===== src/design/drd_pkg.sv =====
// Shared types and constants of the detection row decoder.
// No dependencies; compile first.
`default_nettype none

package drd_pkg;

   // Largest number of class scores in one row
   localparam int MAX_CLASSES = 128;
   // Network input side limits, whole pixels
   localparam int MAX_INPUT_SIZE = 1024;
   // Elements ahead of the class scores: cx, cy, w, h, objectness
   localparam int BOX_ELEMENTS = 5;

   localparam int VALUE_W = 16;
   localparam int LABEL_W = 7;
   localparam int POS_W = 8;
   localparam int CSR_INDEX_W = 8;
   localparam int CSR_DATA_W = 16;

   // Register reset values
   localparam logic [7:0]  CLASS_COUNT_RST = 8'd80;
   localparam logic [15:0] OBJ_THRESHOLD_RST = 16'd32768;
   localparam logic [15:0] CONF_THRESHOLD_RST = 16'd32768;
   localparam logic [10:0] INPUT_SIZE_RST = 11'd320;

   // Register indexes
   typedef enum logic [CSR_INDEX_W-1:0] {
      CSR_CLASS_COUNT    = 8'd0,
      CSR_OBJ_THRESHOLD  = 8'd1,
      CSR_CONF_THRESHOLD = 8'd2,
      CSR_INPUT_SIZE     = 8'd3
   } csr_index_type;

   // Input word: one row element
   typedef struct packed {
      logic [VALUE_W-1:0] element_value;
   } req_word_type;

   // Result word: one decoded box
   typedef struct packed {
      logic [VALUE_W-1:0] left_x;
      logic [VALUE_W-1:0] top_y;
      logic [VALUE_W-1:0] right_x;
      logic [VALUE_W-1:0] bottom_y;
      logic [VALUE_W-1:0] score;
      logic [LABEL_W-1:0] class_label;
   } rsp_word_type;

   // Finished row handed from the row collector to the decode stage
   typedef struct packed {
      logic [VALUE_W-1:0] center_x;
      logic [VALUE_W-1:0] center_y;
      logic [VALUE_W-1:0] box_width;
      logic [VALUE_W-1:0] box_height;
      logic [VALUE_W-1:0] objectness;
      logic [VALUE_W-1:0] best_score;
      logic [LABEL_W-1:0] best_label;
   } row_word_type;

endpackage

`default_nettype wire


===== src/design/drd_stream_if.sv =====
// Valid/ready stream channel carrying one word of a given payload type.
// Depends on nothing; payload types come from drd_pkg at instantiation.
`default_nettype none

interface drd_stream_if #(
   parameter type payload_type = logic
);
   logic        valid;
   logic        ready;
   payload_type payload;

   modport source (output valid, output payload, input ready);
   modport sink (input valid, input payload, output ready);
endinterface

`default_nettype wire


===== src/design/detection_row_decode.sv =====
// Top level of the detection row decoder: row collector, decode stage, CSRs.
// Depends on drd_pkg and drd_stream_if.
//
//   channel   dir   word                         handshake
//   req_bus   in    element_value (16b)          valid/ready
//   rsp_bus   out   corners, score, class_label  valid/ready
//   csr_*     in    index, 16b data              write enable only
//
// One element is taken per cycle while req_bus.ready is high; a row holds 5 +
// class_count elements, class_count clamped to 1..128. A kept row passes the
// decode stage, holding one finished row, and the output register, holding one
// box; so input keeps flowing while a box waits, and req_bus.ready drops only
// when both are full. The 16x16 score multiply sets the longest path.
// Synchronous reset sets CSR defaults, clears row position and both valid flags.
`default_nettype none

module detection_row_decode (
   input  wire logic                              clock,
   input  wire logic                              reset,
   drd_stream_if.sink                             req_bus,
   drd_stream_if.source                           rsp_bus,
   input  wire logic                              csr_wr_en,
   input  wire logic [drd_pkg::CSR_INDEX_W-1:0]   csr_index,
   input  wire logic [drd_pkg::CSR_DATA_W-1:0]    csr_wr_data
);

   localparam int VW = drd_pkg::VALUE_W;
   localparam int LW = drd_pkg::LABEL_W;
   localparam int PW = drd_pkg::POS_W;

   // Configuration registers
   logic [7:0]    class_count_ff;
   logic [VW-1:0] obj_threshold_ff;
   logic [VW-1:0] conf_threshold_ff;
   logic [10:0]   input_size_ff;

   // Row collector state
   logic [PW-1:0] row_position_ff, row_position_in;
   logic [VW-1:0] center_x_ff, center_x_in;
   logic [VW-1:0] center_y_ff, center_y_in;
   logic [VW-1:0] box_width_ff, box_width_in;
   logic [VW-1:0] box_height_ff, box_height_in;
   logic [VW-1:0] objectness_ff, objectness_in;
   logic [VW-1:0] best_score_ff, best_score_in;
   logic [LW-1:0] best_label_ff, best_label_in;

   // Decode stage and output register
   logic                  s1_valid_ff, s1_valid_in;
   drd_pkg::row_word_type s1_row_ff, s1_row_in;
   logic                  out_valid_ff, out_valid_in;
   drd_pkg::rsp_word_type out_word_ff, out_word_in;

   logic          accept;
   logic          out_free;
   logic          s1_free;
   logic [VW-1:0] elem;
   logic [8:0]    eff_classes;
   logic [8:0]    last_pos;
   logic          is_last;
   logic [PW-1:0] label_pos;
   logic [10:0]   size_clamped;
   logic [10:0]   size_m1;
   logic [VW-1:0] upper_lim;
   logic [31:0]   product;
   logic          row_pass;

   // Low corner: floor((2c - d) / 2), saturated at zero
   function automatic logic [15:0] low_corner(input logic [15:0] c, input logic [15:0] d);
      logic [16:0] twice;
      logic [16:0] diff;
      twice = {c, 1'b0};
      diff = twice - {1'b0, d};
      if (twice < {1'b0, d}) begin
         return 16'd0;
      end
      return diff[16:1];
   endfunction

   // High corner: floor((2c + d) / 2), clamped to lim
   function automatic logic [15:0] high_corner(input logic [15:0] c, input logic [15:0] d,
                                               input logic [15:0] lim);
      logic [17:0] sum;
      logic [16:0] half;
      sum = {1'b0, c, 1'b0} + {2'b0, d};
      half = sum[17:1];
      if (half > {1'b0, lim}) begin
         return lim;
      end
      return half[15:0];
   endfunction

   // Write configuration registers; unknown indexes are ignored
   always_ff @(posedge clock) begin
      if (reset) begin
         class_count_ff    <= drd_pkg::CLASS_COUNT_RST;
         obj_threshold_ff  <= drd_pkg::OBJ_THRESHOLD_RST;
         conf_threshold_ff <= drd_pkg::CONF_THRESHOLD_RST;
         input_size_ff     <= drd_pkg::INPUT_SIZE_RST;
      end else if (csr_wr_en) begin
         case (csr_index)
            drd_pkg::CSR_CLASS_COUNT:    class_count_ff    <= csr_wr_data[7:0];
            drd_pkg::CSR_OBJ_THRESHOLD:  obj_threshold_ff  <= csr_wr_data[15:0];
            drd_pkg::CSR_CONF_THRESHOLD: conf_threshold_ff <= csr_wr_data[15:0];
            drd_pkg::CSR_INPUT_SIZE:     input_size_ff     <= csr_wr_data[10:0];
            default: ;
         endcase
      end
   end

   // Handshake: the decode stage frees up whenever the output register moves on
   assign out_free = !out_valid_ff || rsp_bus.ready;
   assign s1_free = !s1_valid_ff || out_free;
   assign req_bus.ready = s1_free;
   assign accept = req_bus.valid && s1_free;
   assign elem = req_bus.payload.element_value;

   // Clamp class count to 1..MAX_CLASSES and find the row's last position
   always_comb begin
      if (class_count_ff == 8'd0) begin
         eff_classes = 9'd1;
      end else if ({1'b0, class_count_ff} > 9'(drd_pkg::MAX_CLASSES)) begin
         eff_classes = 9'(drd_pkg::MAX_CLASSES);
      end else begin
         eff_classes = {1'b0, class_count_ff};
      end
      last_pos = 9'(drd_pkg::BOX_ELEMENTS - 1) + eff_classes;
      is_last = {1'b0, row_position_ff} >= last_pos;
      label_pos = row_position_ff - PW'(drd_pkg::BOX_ELEMENTS);
   end

   // Collect the row: store box fields, run the argmax, advance the position
   always_comb begin
      row_position_in = row_position_ff;
      center_x_in = center_x_ff;
      center_y_in = center_y_ff;
      box_width_in = box_width_ff;
      box_height_in = box_height_ff;
      objectness_in = objectness_ff;
      best_score_in = best_score_ff;
      best_label_in = best_label_ff;
      if (accept) begin
         case (row_position_ff)
            8'd0: center_x_in = elem;
            8'd1: center_y_in = elem;
            8'd2: box_width_in = elem;
            8'd3: box_height_in = elem;
            8'd4: objectness_in = elem;
            8'd5: begin
               best_score_in = elem;
               best_label_in = '0;
            end
            default: begin
               if (elem > best_score_ff) begin
                  best_score_in = elem;
                  best_label_in = label_pos[LW-1:0];
               end
            end
         endcase
         row_position_in = is_last ? '0 : row_position_ff + PW'(1);
      end
   end

   always_ff @(posedge clock) begin
      if (reset) begin
         row_position_ff <= '0;
      end else begin
         row_position_ff <= row_position_in;
      end
   end

   always_ff @(posedge clock) begin
      center_x_ff <= center_x_in;
      center_y_ff <= center_y_in;
      box_width_ff <= box_width_in;
      box_height_ff <= box_height_in;
      objectness_ff <= objectness_in;
      best_score_ff <= best_score_in;
      best_label_ff <= best_label_in;
   end

   // Hand a finished row to the decode stage
   always_comb begin
      s1_row_in.center_x = center_x_in;
      s1_row_in.center_y = center_y_in;
      s1_row_in.box_width = box_width_in;
      s1_row_in.box_height = box_height_in;
      s1_row_in.objectness = objectness_in;
      s1_row_in.best_score = best_score_in;
      s1_row_in.best_label = best_label_in;
      if (accept && is_last) begin
         s1_valid_in = 1'b1;
      end else if (out_free) begin
         s1_valid_in = 1'b0;
      end else begin
         s1_valid_in = s1_valid_ff;
      end
   end

   always_ff @(posedge clock) begin
      if (reset) begin
         s1_valid_ff <= 1'b0;
      end else begin
         s1_valid_ff <= s1_valid_in;
      end
   end

   always_ff @(posedge clock) begin
      if (accept && is_last) begin
         s1_row_ff <= s1_row_in;
      end
   end

   // Decode: score product, thresholds, corner limits
   always_comb begin
      if (input_size_ff == 11'd0) begin
         size_clamped = 11'd1;
      end else if (input_size_ff > 11'(drd_pkg::MAX_INPUT_SIZE)) begin
         size_clamped = 11'(drd_pkg::MAX_INPUT_SIZE);
      end else begin
         size_clamped = input_size_ff;
      end
      size_m1 = size_clamped - 11'd1;
      upper_lim = {size_m1[9:0], 6'd0};
      product = 32'(s1_row_ff.objectness) * 32'(s1_row_ff.best_score);
      row_pass = (s1_row_ff.objectness >= obj_threshold_ff) &&
                 (product[31:16] >= conf_threshold_ff);
      out_word_in.left_x = low_corner(s1_row_ff.center_x, s1_row_ff.box_width);
      out_word_in.top_y = low_corner(s1_row_ff.center_y, s1_row_ff.box_height);
      out_word_in.right_x = high_corner(s1_row_ff.center_x, s1_row_ff.box_width, upper_lim);
      out_word_in.bottom_y = high_corner(s1_row_ff.center_y, s1_row_ff.box_height, upper_lim);
      out_word_in.score = product[31:16];
      out_word_in.class_label = s1_row_ff.best_label;
      out_valid_in = out_free ? (s1_valid_ff && row_pass) : out_valid_ff;
   end

   // Output register: load when free, hold while stalled
   always_ff @(posedge clock) begin
      if (reset) begin
         out_valid_ff <= 1'b0;
      end else begin
         out_valid_ff <= out_valid_in;
      end
   end

   always_ff @(posedge clock) begin
      if (out_free && s1_valid_ff) begin
         out_word_ff <= out_word_in;
      end
   end

   assign rsp_bus.valid = out_valid_ff;
   assign rsp_bus.payload = out_word_ff;

   // A stalled decode stage keeps its row
   a_s1_hold: assert property (@(posedge clock) disable iff (reset)
      (s1_valid_ff && !out_free) |=> s1_valid_ff)
      else $error("decode stage lost a row while stalled");

   // The row position never runs past the longest row
   a_pos_range: assert property (@(posedge clock) disable iff (reset)
      {1'b0, row_position_ff} <= 9'(drd_pkg::BOX_ELEMENTS - 1 + drd_pkg::MAX_CLASSES))
      else $error("row position out of range");

   // A shown box meets the confidence threshold
   a_score_pass: assert property (@(posedge clock) disable iff (reset)
      out_valid_ff |-> (out_word_ff.score >= conf_threshold_ff))
      else $error("box below confidence threshold");

   // Upper corners never exceed the clamp
   a_upper_clamp: assert property (@(posedge clock) disable iff (reset)
      out_valid_ff |-> (out_word_ff.right_x <= upper_lim && out_word_ff.bottom_y <= upper_lim))
      else $error("upper corner above input size");

endmodule

`default_nettype wire


===== src/flat_wrapper.sv =====
// flat-port wrapper written by rule: the top's interface ports become plain ports
module detection_row_decode_flat 
  (clock, reset, csr_wr_en, csr_index, csr_wr_data, req_bus_valid, req_bus_payload, req_bus_ready, rsp_bus_valid, rsp_bus_payload, rsp_bus_ready);
  drd_stream_if #(.payload_type(drd_pkg::req_word_type)) req_bus_i ();
  drd_stream_if #(.payload_type(drd_pkg::rsp_word_type)) rsp_bus_i ();
  input  wire logic clock;
  input  wire logic reset;
  input  wire logic csr_wr_en;
  input  wire logic [drd_pkg::CSR_INDEX_W-1:0] csr_index;
  input  wire logic [drd_pkg::CSR_DATA_W-1:0] csr_wr_data;
  input wire logic [$bits(req_bus_i.valid)-1:0] req_bus_valid;
  input wire logic [$bits(req_bus_i.payload)-1:0] req_bus_payload;
  output wire logic [$bits(req_bus_i.ready)-1:0] req_bus_ready;
  output wire logic [$bits(rsp_bus_i.valid)-1:0] rsp_bus_valid;
  output wire logic [$bits(rsp_bus_i.payload)-1:0] rsp_bus_payload;
  input wire logic [$bits(rsp_bus_i.ready)-1:0] rsp_bus_ready;
  assign req_bus_i.valid = req_bus_valid;
  assign req_bus_i.payload = req_bus_payload;
  assign req_bus_ready = req_bus_i.ready;
  assign rsp_bus_valid = rsp_bus_i.valid;
  assign rsp_bus_payload = rsp_bus_i.payload;
  assign rsp_bus_i.ready = rsp_bus_ready;
  detection_row_decode u_core (.clock(clock), .reset(reset), .req_bus(req_bus_i), .rsp_bus(rsp_bus_i), .csr_wr_en(csr_wr_en), .csr_index(csr_index), .csr_wr_data(csr_wr_data));
endmodule

===== config.mk =====
export PLATFORM = sky130hd
export DESIGN_NAME = detection_row_decode_flat
export DESIGN_NICKNAME = d
export VERILOG_FILES = /design/src/design/drd_pkg.sv /design/src/design/drd_stream_if.sv /design/src/design/detection_row_decode.sv /design/src/flat_wrapper.sv
export SDC_FILE = /design/constraint.sdc
export NUM_CORES = 1
export LEC_CHECK = 0
export BUFFER_PORTS_ARGS = -buffer_cell sky130_fd_sc_hd__clkbuf_2
export CAP_MARGIN = 0
export CORE_ASPECT_RATIO = 0.75
export CORE_MARGIN = 2
export CORE_UTILIZATION = 50
export DETAILED_ROUTE_END_ITERATION = 12
export GPL_ROUTABILITY_DRIVEN = 0
export PLACE_DENSITY_LB_ADDON = 0.1
export SLEW_MARGIN = 20
export SYNTH_ARGS = -nofsm -noshare
export SYNTH_HDL_FRONTEND = slang
export SYNTH_SLANG_ARGS = --single-unit

===== constraint.sdc =====
create_clock -name clock -period 10.9 [get_ports clock]
set_input_delay 1.635 -clock clock [delete_from_list [all_inputs] [get_ports clock]]
set_output_delay 1.635 -clock clock [all_outputs]
set_load 0.02 [all_outputs]

==> results.tsv, run 1 <==
metric	value	unit
status	finished clean	
rsz0062_at_grt	false	
synthArstFlopShare	0	%
synth-seq-cells	354	
crit_arrival	8.05	ns
crit_fanout	17	
reg2reg_depth	25	
die_x	261	um
synth_area	0.02477	mm^2
first_pass_iters	5	
crit_path_frequent_cell	fa_1	
skew	0.02946	ns
htreeDepth	2	
routedWlPerCell	18.99	um
drc_errors	0	
drt-initial-drc-count	1106	
final_cells	3130	
syn-num-nets	2838	
numCtsBuffers	37	
antenna_found_initial	2	
synth_area_per_cell	10.53	um^2
drv_cap	0	
synth_seq_area_share	36.29	%
cts.sinks	354	
relSlewSlack	27.98	%
post_cts_buffers	0	
ant_nets	0	
grt_first_pass_wirelength	95.91	mm
synth_common_cells	368 x inv_1, 243 x ha_1, 197 x fa_1	
overflow	0	
synth_area_leader_cell	edfxtp_1	
tightest_slew	1.077	ns
post-route-util	55.61	%
synth_top_area_share	23.03	%
drive_gt1_share	12.09	%
timing.hold.ws	0.4197	ns
via_per_inst	5.402	
hold_class	flop to flop	
grt_usage	24.05	%
fin_nets	2939	
hold_viol_final	0	
postSynthCellCount	2353	
cts_resized	0	
slew_viol_final	0	
ir_worst_vdd	0.09923	mV
ys_warn_count	0	
die_y	196.8	um
ys_top_cells_by_area	edfxtp_1 23%, fa_1 16%, dfxtp_1 13%, ha_1 12%, inv_1 5.6%	
cts_tree	done	
wl	59.45	mm
fp-row-count	70	
dp_cells	3062	
synth_edf_count	190	
holdPathStages	0	
grt_max_degree	80	
r2r_slack	3.24	ns
fin_crit_sh	70.31	%
die-area	0.05135	mm^2
start_util	50.68	%
synthFlopType	edfxtp_1	
timing.final.crit_period	7.664	ns
grt_pass1_vias	17291	
area_delta_synth_final	9.719	%
hpwlAfterDp	46.44	mm
path_class	flop to flop	
clockBufferDepth	3	
power_density	114.6	mW/mm^2
synth_cell_type_count	71	
root_buffer	clkbuf_16	
max_stage_delay	0.83	ns
core_region_area	0.04887	mm^2
leakage	12.40	nW
numPortBuffers	133	
clock_latency	0.56	ns
cp_slowest_cell	edfxtp_1	
cp-end-kind	flop	
cts_hold_buf	0	
cts.reportedPaths.clkPinSlew	0.06	ns
setup_viol	0	
antenna_cells	0	
cp.required	11.28	ns
via_count	16907	
yosysMostFrequentCell	inv_1	
fmax	130.5	MHz
num_io_pins	134	
tns	0	ns
start_kind	flop	
[state kept, by name, indices dropped and copies added (netlist names), 7 cells and up]
| register | cells |
|---|---|
| u_core.best_label_ff | 7 |
| u_core.best_score_ff | 16 |
| u_core.box_height_ff | 16 |
| u_core.box_width_ff | 16 |
| u_core.center_x_ff | 16 |
| u_core.center_y_ff | 16 |
| u_core.class_count_ff | 8 |
| u_core.conf_threshold_ff | 16 |
| u_core.input_size_ff | 11 |
| u_core.obj_threshold_ff | 16 |
| u_core.objectness_ff | 16 |
| u_core.out_word_in | 7 |
| u_core.row_position_ff | 8 |
| u_core.rsp_bus.payload | 87 |
| u_core.s1_row_ff | 96 |
[report_power, final]
group	leakage (nW)	switching, mW	internal, mW	total, mW
Combinational	8.76	0.149	0.145	0.294
Clock	0.570	0.536	0.678	1.21
Sequential	3.07	0.0393	1.57	1.61
Total	12.4	0.724	2.39	3.11
[worst paths after layout]
| path | end | from |
|---|---|---|
| setup / recovery | u_core.rsp_bus.valid$_SDFFE_PP0P_ | u_core.s1_row_ff[34]$_DFFE_PP_ |
| hold / removal | u_core.rsp_bus.payload[3]$_DFFE_PP_ | u_core.out_word_in[3]$_DFFE_PP_ |
| setup reg to reg | u_core.rsp_bus.valid$_SDFFE_PP0P_ | u_core.s1_row_ff[34]$_DFFE_PP_ |
| hold reg to reg | u_core.rsp_bus.payload[3]$_DFFE_PP_ | u_core.out_word_in[3]$_DFFE_PP_ |
[layout by cell type (no fill, tap or decap), types with 5 or more instances in the layout]
cell type	n
inv_1	368
ha_1	243
fa_1	197
nand2_1	192
edfxtp_1	190
dfxtp_1	164
nor2_1	141
clkbuf_2	133
and2_1	120
mux2_2	87
a21oi_1	65
mux2i_1	63
xnor2_1	56
o21ai_0	48
clkbuf_16	38
nor3_1	37
a21o_1	27
nor2b_1	26
nand3_1	24
xor2_1	23
nand2b_1	19
nand4_1	19
a22o_1	17
o21a_1	13
o31ai_1	11
and3_1	10
clkbuf_1	10
o21bai_1	9
nor4_1	9
or3_1	8
a31oi_1	8
a211oi_1	7
o211ai_1	7
o2bb2ai_1	7
clkinv_2	6
buf_4	5
[stage by stage]
stage	area [um^2]	setup WS, ns	power [mW]
after detailed placement	25990	3.304	1.928
after global placement	25980	3.419	1.910
final	27180	3.236	3.115
after floorplan	24770	1.134	1.836
after global routing	27180	2.840	3.242
after CTS	27150	3.305	3.146
[area by class of cell]
class / count / area [um^2]
fillers: 4280 / 21700
multi-input cells: 1553 / 14100
flip-flops and latches: 354 / 8989
inverters: 369 / 1385
clock buffers: 52 / 1044
well taps: 648 / 810.8
repair buffers: 139 / 730.7
clock inverters: 15 / 115.1
[cells by family after synthesis]
logic type	count (synthesis)	synth area share (%)
muxes	150	6.501
xor gates and xnor gates	79	2.793
buffers and inverters	446	6.885
DFF	354	36.29
adders and majority gates	440	28.20
and+or+nand+nor	622	12.12
AOI/OAI and AO/OA	262	7.209
[per-layer routing]
layer  track usage, %  up-vias  part of all wire, %
li1                 -     7986                    -
met1            37.31     8400                   50
met2            35.57      449                   43
met3            3.254       72                  5.9
met4            5.535        0                  1.9
met5                0        -                    0
[worst max-delay path, delay by kind of cell (launching register included)]
family	cells	cell delay [ns]
adder cells (fa/ha/maj)	8	3.72
AO/OA/AOI/OAI	8	1.55
AND/OR/NAND/NOR	5	1.01
flip-flops	1	0.83
XOR/XNOR	1	0.23
buffers and inverters	3	0.15
No activity file was read; power rests on OpenSTA's default activity.
==> run 2: changes to the inputs <==
- clock period: 10.9 -> 7.1 ns (I/O delays scaled with it)
==> run 2 against run 1 <==
Effect of this change:
- design area increased by 5.0%
- utilization grew 2.8 points
- combinational power is 55% higher
==> results.tsv, run 2 (synthesis results as in run 1) <==
metric	value	unit	change
status	finished clean		
antenna_cells	0		unchanged
die_y	196.8	um	unchanged
root_buffer	clkbuf_16		
numCtsBuffers	38		+2.7%
fin_crit_sh	99.60	%	+29 points
die_x	261	um	unchanged
grt_max_degree	67		-16%
wl	60.23	mm	+1.3%
num-fill-cells	4272		-0.19%
via_per_inst	5.327		-1.4%
largest_reg_flops	96		unchanged
drive_gt1_share	18.16	%	+6.1 points
numPortBuffers	133		unchanged
start_kind	flop		
die-area	0.05135	mm^2	unchanged
antenna_found_initial	1		-1
skew	0.03437	ns	+0.004910 ns
tightest_slew	1.070	ns	-0.006650 ns
power	4.904	mW	+57%
slew_viol_final	0		unchanged
dp_slack	-0.1945	ns	-3.499 ns
r2r_slack	0.03	ns	-3.21 ns
grt_usage	24.07	%	about the same
timing.hold.ws	0.4254	ns	+0.005721 ns
fp-row-count	70		unchanged
final_cell_mix	363 x inv_1, 232 x ha_1, 194 x fa_1		
num_io_pins	134		unchanged
r2r-start	u_core.s1_row_ff[35]$_DFFE_PP_		
cts_tree	done		
cts_hold_buf	0		unchanged
grt_pass1_vias	17640		+2.0%
htreeDepth	2		unchanged
start_util	50.68	%	unchanged
grt_first_pass_wirelength	95.81	mm	-0.10%
drc_errors	0		unchanged
ant_nets	0		unchanged
drt-initial-drc-count	1050		-5.1%
hpwlAfterDp	47.10	mm	+1.4%
crit_fanout	9		-8
core_region_area	0.04887	mm^2	unchanged
clock_latency	0.56	ns	about the same
crit_start	u_core.s1_row_ff[35]$_DFFE_PP_		
via_count	17322		+2.5%
largest_register	u_core.s1_row_ff		
setup.worst_path.end	u_core.rsp_bus.valid$_SDFFE_PP0P_		
cp-end-kind	flop		
fin_nets	3059		+4.1%
fmax	141.4	MHz	+8.4%
ir_worst_vdd	0.1841	mV	+86%
area_delta_synth_final	15.15	%	
drv_cap	0		unchanged
mostFrequentLayoutCell	inv_1		
rr_endpoint	u_core.rsp_bus.valid$_SDFFE_PP0P_		
cts.sinks	354		unchanged
first_pass_iters	5		unchanged
rsz0062_at_grt	true		
setup_viol	0		unchanged
hold_viol_final	0		unchanged
cp.required	7.49	ns	-3.79 ns
reg2reg_depth	26		+4.0%
routedWlPerCell	18.52	um	-2.5%
crit_arrival	7.46	ns	-0.59 ns
relSlewSlack	28.43	%	+0.44 points
leakage	13.10	nW	+5.6%
path_class	flop to flop		
clockBufferDepth	3		unchanged
timing.final.crit_period	7.072	ns	-0.5918 ns
hold_class	flop to flop		
fin_ws	0.02834	ns	-3.208 ns
power_density	171.9	mW/mm^2	+50%
overflow	0		unchanged
cts.reportedPaths.clkPinSlew	0.07	ns	about the same
==> run 2: cell types whose count changed in the layout (fill, tap and decap cells not counted), moves of 6 or more <==
cell      delta
a21oi_2      +7
a21oi_1      -7
clkbuf_1     -6
ha_1        -11
buf_6        +6
ha_4         +8
o21ai_0      -6
buf_4      +108
==> run 2: worst max-delay path: stages, from the launching register on <==
cell and delay, ns:
edfxtp_1 0.58, buf_4 0.26, and2_1 0.15, fa_1 0.45, fa_1 0.49, inv_1 0.06, fa_1 0.51, fa_1 0.54
inv_1 0.06, fa_1 0.47, ha_1 0.31, ha_1 0.36, nand3_4 0.13, nor2_1 0.08, a221o_1 0.31, nand4b_1 0.38
buf_4 0.25, a31o_2 0.24, a21oi_2 0.17, xnor2_2 0.10, ha_1 0.18, a21o_1 0.17, a21o_1 0.19, a21oi_2 0.11
o21ai_1 0.07, a211oi_1 0.19, a211oi_1 0.07
==> run 2: how the worst min path moves through the flow <==
stage / start / endpoint / slack (ns) / cells past startpoint
4_1_cts: u_core.out_word_in[6]$_DFFE_PP_ / u_core.rsp_bus.payload[6]$_DFFE_PP_ / 0.43 / 0
3_5_place_dp: u_core.out_word_in[6]$_DFFE_PP_ / u_core.rsp_bus.payload[6]$_DFFE_PP_ / 0.41 / 0
6_report: u_core.out_word_in[6]$_DFFE_PP_ / u_core.rsp_bus.payload[6]$_DFFE_PP_ / 0.43 / 0
2_1_floorplan: u_core.out_word_in[0]$_DFFE_PP_ / u_core.rsp_bus.payload[0]$_DFFE_PP_ / 0.40 / 0
3_3_place_gp: u_core.out_word_in[6]$_DFFE_PP_ / u_core.rsp_bus.payload[6]$_DFFE_PP_ / 0.40 / 0
5_1_grt: u_core.out_word_in[0]$_DFFE_PP_ / u_core.rsp_bus.payload[0]$_DFFE_PP_ / 0.44 / 0
==> run 2: layout make-up <==
| class | instances | area, um^2 | share of cell area, % |
|---|---|---|---|
| clock buffers | 51 | 1112 | 3.900 |
| multi-input cells | 1553 | 14410 | 50.53 |
| repair buffers | 258 | 1667 | 5.843 |
| well taps | 648 | 810.8 | 2.843 |
| clock inverters | 19 | 146.4 | 0.5132 |
| flip-flops and latches | 354 | 8989 | 31.51 |
| inverters | 369 | 1385 | 4.856 |
==> run 2: layer usage <==
layer / up-vias / GRT usage [%] / part of all wire [%]
li1: 8229 / - / -
met1: 8598 / 36.46 / 49
met2: 427 / 36.20 / 43
met3: 68 / 3.588 / 5.4
met4: 0 / 5.976 / 2.0
met5: - / 0 / 0
==> run 2: report_power, final <==
group	switching [mW]	internal (mW)	total (mW)
clock	0.833	1.15	1.98
combinational	0.231	0.224	0.455
sequential	0.0627	2.41	2.47
==> run 2: per-stage QoR <==
stage          instance area (um^2)  TNS [ns]  utilization [%]  instances
3_5_place_dp                  26600   -0.1945            54.42       3138
5_1_grt                       28520   -0.2058            58.36       3252
3_3_place_gp                  26590  -0.06875            54.41       3138
4_1_cts                       28160         0            57.62       3236
2_1_floorplan                 24770         0                -       2353
6_report                      28520         0            58.36       3252
==> run 2: repair_timing <==
item,CTS,global route
setup buffers,28,15
pin swaps,11,37
gates resized for setup,19,48
endpoints found under the setup margin,1,1
hold endpoints to repair,0,0
